<file path="src/hw/rtl/marker_tracking_speed_estimator_core_macros.svh">
// Assertion helpers shared by the block.
`ifndef MARKER_TRACKING_SPEED_ESTIMATOR_CORE_MACROS_SVH
`define MARKER_TRACKING_SPEED_ESTIMATOR_CORE_MACROS_SVH

// same-cycle implication
`define MTSE_ASSERT_NOW(label, clk, rst_n, ante, cons) \
	label: assert property (@(posedge clk) disable iff (!rst_n) (ante) |-> (cons)) \
		else $error("mtse check failed");

// next-cycle implication
`define MTSE_ASSERT_NEXT(label, clk, rst_n, ante, cons) \
	label: assert property (@(posedge clk) disable iff (!rst_n) (ante) |=> (cons)) \
		else $error("mtse check failed");

`endif

</file>
<file path="src/hw/rtl/mtse_pkg.sv">
package mtse_pkg;

	localparam int MARKER_COUNT = 4;
	localparam int IDX_W = (MARKER_COUNT > 1) ? $clog2(MARKER_COUNT) : 1;
	localparam int SUM_W = 32 + $clog2(MARKER_COUNT);

	localparam int CFG_IDX_W = 3;
	localparam int CFG_DATA_W = 64;

	localparam logic [CFG_IDX_W-1:0] REG_COEF_XX = 3'd0;
	localparam logic [CFG_IDX_W-1:0] REG_COEF_XY = 3'd1;
	localparam logic [CFG_IDX_W-1:0] REG_OFFSET_X = 3'd2;
	localparam logic [CFG_IDX_W-1:0] REG_COEF_YX = 3'd3;
	localparam logic [CFG_IDX_W-1:0] REG_COEF_YY = 3'd4;
	localparam logic [CFG_IDX_W-1:0] REG_OFFSET_Y = 3'd5;
	localparam logic [CFG_IDX_W-1:0] REG_FPS = 3'd6;
	localparam logic [CFG_IDX_W-1:0] REG_INV_RADII = 3'd7;

	localparam int ROOT_STEPS = 50;
	localparam int DIV_STEPS = 60;
	localparam int CNT_W = 6;

	typedef enum logic [3:0] {
		OP_WX_A   = 4'd0,
		OP_WX_B   = 4'd1,
		OP_WY_A   = 4'd2,
		OP_WY_B   = 4'd3,
		OP_SQX_LL = 4'd4,
		OP_SQX_HL = 4'd5,
		OP_SQX_HH = 4'd6,
		OP_SQY_LL = 4'd7,
		OP_SQY_HL = 4'd8,
		OP_SQY_HH = 4'd9,
		OP_DF_LO  = 4'd10,
		OP_DF_HI  = 4'd11,
		OP_Q_LO   = 4'd12,
		OP_Q_HI   = 4'd13
	} op_t;

	typedef struct packed {
		logic load;
		logic match;
		logic mul;
		logic acc;
		op_t  op;
		logic sqrt_step;
		logic div_step;
		logic wb;
		logic sum;
		logic out_load;
	} cmd_t;

	typedef struct packed {
		logic priming;
		logic gap_zero;
		logic last;
		logic out_free;
	} sts_t;

endpackage

</file>
<file path="src/hw/rtl/mtse_ctrl.sv">
module mtse_ctrl import mtse_pkg::*; (
	input  logic clk,
	input  logic arst_n,
	input  logic in_valid,
	output logic in_ready,
	input  sts_t sts,
	output cmd_t cmd
);

	typedef enum logic [3:0] {
		S_IDLE, S_MATCH, S_MUL, S_ACC, S_SQRT, S_DIV, S_WB, S_SUM, S_OUT
	} state_t;

	state_t state_q;
	op_t op_q;
	logic [CNT_W-1:0] cnt_q;

	assign in_ready = (state_q == S_IDLE);

	always_comb begin
		cmd = '0;
		cmd.op = op_q;
		case (state_q)
			S_IDLE:  cmd.load = in_valid;
			S_MATCH: cmd.match = 1'b1;
			S_MUL:   cmd.mul = 1'b1;
			S_ACC:   cmd.acc = 1'b1;
			S_SQRT:  cmd.sqrt_step = 1'b1;
			S_DIV:   cmd.div_step = 1'b1;
			S_WB:    cmd.wb = 1'b1;
			S_SUM:   cmd.sum = 1'b1;
			S_OUT:   cmd.out_load = sts.out_free;
			default: cmd = '0;
		endcase
	end

	always_ff @(posedge clk or negedge arst_n) begin
		if (!arst_n) begin
			state_q <= S_IDLE;
			op_q <= OP_WX_A;
			cnt_q <= '0;
		end else begin
			case (state_q)
				S_IDLE: if (in_valid) state_q <= S_MATCH;
				S_MATCH: begin
					if (sts.priming || sts.gap_zero) begin
						state_q <= sts.last ? S_SUM : S_IDLE;
					end else begin
						op_q <= OP_WX_A;
						state_q <= S_MUL;
					end
				end
				S_MUL: state_q <= S_ACC;
				S_ACC: begin
					cnt_q <= '0;
					if (op_q == OP_SQY_HH) begin
						state_q <= S_SQRT;
					end else if (op_q == OP_DF_HI) begin
						state_q <= S_DIV;
					end else if (op_q == OP_Q_HI) begin
						state_q <= S_WB;
					end else begin
						op_q <= op_t'(op_q + 4'd1);
						state_q <= S_MUL;
					end
				end
				S_SQRT: begin
					cnt_q <= cnt_q + 1'b1;
					if (cnt_q == CNT_W'(ROOT_STEPS - 1)) begin
						op_q <= OP_DF_LO;
						state_q <= S_MUL;
					end
				end
				S_DIV: begin
					cnt_q <= cnt_q + 1'b1;
					if (cnt_q == CNT_W'(DIV_STEPS - 1)) begin
						op_q <= OP_Q_LO;
						state_q <= S_MUL;
					end
				end
				S_WB: state_q <= sts.last ? S_SUM : S_IDLE;
				S_SUM: state_q <= S_OUT;
				S_OUT: if (sts.out_free) state_q <= S_IDLE;
				default: state_q <= S_IDLE;
			endcase
		end
	end

endmodule

</file>
<file path="config.mk">
export PLATFORM = sky130hd
export DESIGN_NAME = mtse_ctrl
export DESIGN_NICKNAME = d
export VERILOG_FILES = /design/src/hw/rtl/marker_tracking_speed_estimator_core_macros.svh /design/src/hw/rtl/mtse_pkg.sv /design/src/hw/rtl/mtse_ctrl.sv
export SDC_FILE = /design/constraint.sdc
export NUM_CORES = 1
export LEC_CHECK = 0
export BUFFER_PORTS_ARGS = -buffer_cell sky130_fd_sc_hd__buf_4
export CAP_MARGIN = 15
export CORE_MARGIN = 4
export CORE_UTILIZATION = 50
export CTS_BUF_LIST = sky130_fd_sc_hd__clkbuf_4 sky130_fd_sc_hd__clkbuf_8
export DETAILED_ROUTE_END_ITERATION = 6
export GPL_ROUTABILITY_DRIVEN = 0
export MAX_ROUTING_LAYER = met4
export PLACE_DENSITY = 0.8
export SYNTH_ARGS = -nofsm -noshare
export SYNTH_HDL_FRONTEND = slang
export SYNTH_SLANG_ARGS = --single-unit
</file>
<file path="constraint.sdc">
create_clock -name clk -period 1.7 [get_ports clk]
set_input_delay 0.085 -clock clk [delete_from_list [all_inputs] [get_ports clk]]
set_output_delay 0.085 -clock clk [all_outputs]
set_load 0.03 [all_outputs]
</file>
=== Word-level counts from Yosys, hierarchy flattened ===
Index checks and enable logic that the tools add are counted.

* Muxes and demuxes: 28
* Eq/ne operators: 21
* Reduce and logical (&&, ||, !) cells: 8
* $add $sub $neg: 2

{| class="wikitable"
|+ Operators with widths
! operator !! count
|-
| 4-bit 2-to-1 mux || 11
|-
| 4-bit one-hot mux with 9 select lines || 1
|-
| 4-bit by 3-bit equality test with 1-bit output, second input constant || 4
|-
| 4-bit equality test, second input constant || 4
|-
| 2-bit inequality test, second input constant || 8
|-
| 4-bit one-hot mux with 4 select lines || 1
|-
| 3-bit 2-to-1 mux || 5
|-
| 6-bit equality test, second input constant || 2
|-
| 6-bit one-hot mux with 2 select lines || 1
|-
| 1-bit 2-to-1 mux || 9
|-
| 9-bit OR reduction || 1
|-
| 4-bit by 2-bit equality test with 1-bit output, second input constant || 2
|-
| 7-bit AND reduction || 1
|-
| 6-bit by 1-bit adder with 6-bit output, second input constant || 1
|-
| 4-bit by 1-bit adder with 4-bit output, second input constant || 1
|-
| 4-bit by 1-bit equality test with 1-bit output, second input constant || 1
|-
| 4-bit logical NOT || 1
|-
| 4-bit AND reduction || 1
|-
| 4-bit nonzero test || 1
|-
| 2-bit nonzero test || 1
|-
| 2-bit OR reduction || 1
|-
| 1-bit logical OR || 1
|}

* Output and inout bits: 14
* Input port bits: 7
* Bits in registers: 14

=== Logic depth before layout (Yosys ltp) ===
* Word-level depth: 5
* Mapped depth: 7
* Gate-level depth less buffers: 7

=== Worst setup path after synthesis ===
Ideal clock, no wire load.

* Path kind: register to output
* Start: register state_q[1]
* End: output port cmd[12] in the netlist's numbering
* Buffers on the path: 1
* Stages on the path, launching flop included: 4
* Path slack: -0.399 ns
* Data arrival time: 2.014 ns
* Cell sequence: dfrtp_1 -> buf_2 -> nor4_1 -> and2_1

{| class="wikitable"
|+ RTL lines
! what !! RTL line !! source
|-
| from (decl) || mtse_ctrl.sv:14 || <nowiki>state_t state_q;</nowiki>
|-
| from (signal assigned) || mtse_ctrl.sv:47 || <nowiki>state_q <= sts.last ? S_SUM : S_IDLE;</nowiki>
|-
| from (signal assigned) || mtse_ctrl.sv:81 || <nowiki>S_WB: state_q <= sts.last ? S_SUM : S_IDLE;</nowiki>
|-
| to (decl) || mtse_ctrl.sv:7 || <nowiki>output cmd_t cmd</nowiki>
|}

=== Worst setup path after layout ===
* Start: register op_q[1]
* End: register op_q[0]

* Cells in the longest elaborated chain, start to end: 3
* Elaborated cells on any way between the ends: 7
* Those cells by class: eq/ne (6); reduce/logical (1)

{| class="wikitable"
|+ Ends and longest elaborated chain
! what !! RTL line !! source
|-
| from (decl) || mtse_ctrl.sv:15 || <nowiki>op_t op_q;</nowiki>
|-
| from (signal assigned) || mtse_ctrl.sv:63 || <nowiki>op_q <= op_t'(op_q + 4'd1);</nowiki>
|-
| 4-bit equality test, on equally long branches || mtse_ctrl.sv:60, mtse_ctrl.sv:56, mtse_ctrl.sv:58 ||
|-
| 2-bit inequality test (no source line) || - ||
|-
| 7-bit AND reduction (no source line) (*) || - ||
|}

Every way passes the cells marked *; elsewhere a longest branch is shown, timed or not.
A chain may end at the register's enable or synchronous reset.

==> results.py <==
metrics = {
    "synth": {
        "synth_fa_ha_area_share_pct": 4.93,
        "yosys.area_share.simple_pct": 30.5,
        "ys_warn_count": 0,
        "synth.distinct_cells": 45,
        "synth_top_family_by_area": "simple AND/OR/NAND/NOR gates",
        "synthCells": 116,
        "ys_ff_latch": 14,
        "synth_xor_area_share_pct": 0,
        "synthesis.area_mm2": 0.00101,
        "ys_top_cells_by_area": "dfrtp_1, ha_1, nor2_1",
        "synth_compound_area_share_pct": 21.7,
        "syn_area_per_cell_um2": 8.75,
        "synth_edf_count": 0,
        "synth_top_area_share_pct": 34.5,
        "synth_top_area_cell": "dfrtp_1",
        "yosys_most_used_dff": "dfrtp_1",
        "synthMuxAreaShare_pct": 2.47,
        "synth_async_sr_flop_share_pct": 100,
        "yosysSeqAreaShare_pct": 34.5,
        "syn-num-nets": 127,
    },
    "final_layout": {
        "fin_cells": 194,
        "drive_above_1_share_pct": 46.7,
        "fin_area_mm2": 0.00151,
        "final_util_pct": 77.8,
        "layout_common_cells": "buf_4, dfrtp_1, nor2_1",
        "antenna_cells": 0,
        "multi_input_area_um2": 664,
        "regArea_um2": 353,
        "layout.nets": 179,
        "final_common_cell": "buf_4",
        "fill_cells": 136,
        "synthToLayoutAreaGrowth_pct": 48.8,
    },
    "sta": {
        "hold_violations": 0,
        "maxSlewViolCount": 0,
        "setup_viol": 6,
        "relSlewSlack_pct": 78.0,
        "rsz0062_at_grt": "true",
        "fin_crit_sh_pct": 106,
        "whs_ns": 0.0458,
        "period_minus_slack_ns": 1.81,
        "max_freq_ghz": 0.554,
        "worstMarginPinSlew_ns": 0.328,
        "setup_ws_ns": -0.105,
        "clock_skew_ns": 0.0106,
    },
    "floorplan": {
        "die_height_um": 53.1,
        "boundaryPins": 21,
        "die_area_mm2": 0.00281,
        "start_util_pct": 52.3,
        "core_mm2": 0.00194,
        "core.rowCount": 16,
        "die_x_um": 53.1,
    },
    "clock_tree": {
        "h-tree-depth": 1,
        "clock_latency_ns": 0.28,
        "cts_tree": "yes",
        "cts_made_buffers": 3,
        "clk_path_buf_depth": 2,
        "path_clk_slew_ns": 0.10,
        "cts-root-buf": "clkbuf_4",
        "cts.sinks": 14,
    },
    "setup_path": {
        "cp-end-kind": "flop",
        "cp.arrival_ns": 1.99,
        "crit_path_start_kind": "flop",
        "path_max_fanout": 4,
        "crit_slowest_cell": "dfrtp_1",
        "worstSetupPathType": "reg2reg",
        "critPathMaxStageDelay_ns": 0.41,
        "crit_buf_inv": 0,
        "critPathRequiredTime_ns": 1.89,
        "path_delay_family": "simple AND/OR/NAND/NOR gates",
        "cp_cell_sequence": "ha_2, nor2b_4, or2_1, a211o_1, or2_4, a21o_1",
    },
    "route": {
        "drc_errors": 0,
        "finalWirelength_um": 3100,
        "dr_total_vias": 1074,
        "vias_per_cell": 5.54,
        "ant_nets": 0,
        "drt_first_iter_violations": 51,
        "post_drt_wl_per_cell_um": 16.0,
        "first_pass_iters": 4,
    },
    "pwr": {
        "leakagePower_nw": 0.717,
        "peakVddDrop_mv": 1.50,
        "p_per_area_mw_per_mm2": 1850,
        "p_total_w": 0.00280,
    },
    "placement": {
        "portBuffers": 20,
        "dpl-instance-area_mm2": 0.00135,
        "dp.cells": 182,
        "dpl.hpwl_um": 2220,
    },
    "grt": {
        "grt_overflow": 0,
        "antenna_found_initial": 0,
        "grt_pass1_wl_um": 4710,
        "track_usage_pct": 23.6,
        "grt_max_degree": 15,
        "grt_pass1_vias": 1071,
    },
    "min_path": {
        "hold_class": "in2reg",
    },
    "status": {
        "status": "finished, violations left",
        "violations": "negative setup slack",
    },
    "run": {
        "cap_viol_max_count": 0,
    },
}
==> routing by layer <==
metal,routed length (µm),track usage [%]
met4,89,5.96
met2,1630,41.3
met3,117,3.38
met1,1260,28.4
met5,0,-
==> power by group <==
| group | total (W) | switching, W | internal [W] |
|---|---|---|---|
| Clock | 0.000247 | 0.000117 | 0.000130 |
| Sequential | 0.000577 | 0.000133 | 0.000444 |
| Combinational | 0.00198 | 0.00103 | 0.000946 |
| Total | 0.00280 | 0.00128 | 0.00152 |
==> worst reg2reg max path, stage by stage, from the launching register on <==
cell	delay, ns
dfrtp_1	0.41
ha_2	0.19
nor2b_4	0.12
or2_1	0.22
a211o_1	0.31
or2_4	0.27
a21o_1	0.17
==> worst paths after layout <==
path                            startpoint         end  slack, ns  cells past startpoint
worst max-delay path               op_q[1]     op_q[0]      -0.11                      6
worst min-delay path                sts[0]  state_q[3]       0.05                      2
worst max register to register     op_q[1]     op_q[0]      -0.11                      6
worst min register to register    cnt_q[5]    cnt_q[5]       0.50                      1
max in group asynchronous           arst_n  state_q[0]       1.28                      2
min in group asynchronous           arst_n     op_q[1]       0.21                      2
==> cells by family after synthesis <==
logic type	Yosys count
AOI/OAI and AO/OA	31
adders and majority gates	4
buffers and inverters	10
DFF	14
muxes	2
and+or+nand+nor	55
==> metrics by stage <==
step	TNS, ns	setup WS, ns
6_report	-0.328	-0.105
5_1_grt	-0.838	-0.167
4_1_cts	-0.185	-0.0930
3_5_place_dp	-0.352	-0.134
3_3_place_gp	-0.115	-0.0851
2_1_floorplan	-0.122	-0.0948
==> sequential cells by signal (all words and copies together), names as in the netlist <==
| name | cells |
|---|---|
| cnt_q | 6 |
| op_q | 4 |
| state_q | 4 |
==> cell type report <==
| cell class | count | area share, % |
|---|---|---|
| Multi-Input combinational cell | 92 | 44.0 |
| Timing Repair Buffer | 52 | 26.8 |
| Sequential cell | 14 | 23.4 |
| Clock buffer | 4 | 2.40 |
| Tap cell | 27 | 2.24 |
| Inverter | 5 | 1.24 |
==> cells in the mapped netlist (2+ instances only) <==
cell type and instances:
o22ai_1 2, nor2_1 11, nand2b_1 3, nand2_1 8, nor4_1 2, o21ai_0 7
nor3b_1 2, a211o_1 2, inv_1 4, nand4_1 2, o31ai_1 3, o21ai_1 6
and2_1 6, nand3b_1 3, nand3_1 3, dfrtp_1 14, ha_1 4, buf_2 3
a21oi_1 2, nor3_1 4
==> timing repair <==
action	CTS	global route
setup buffers	2	5
gates resized for setup	6	10
pin swaps	2	2
endpoints found under the setup margin	12	14
hold buffers	1	0
hold endpoints to repair	14	0
No activity file was read; power rests on OpenSTA's default activity.
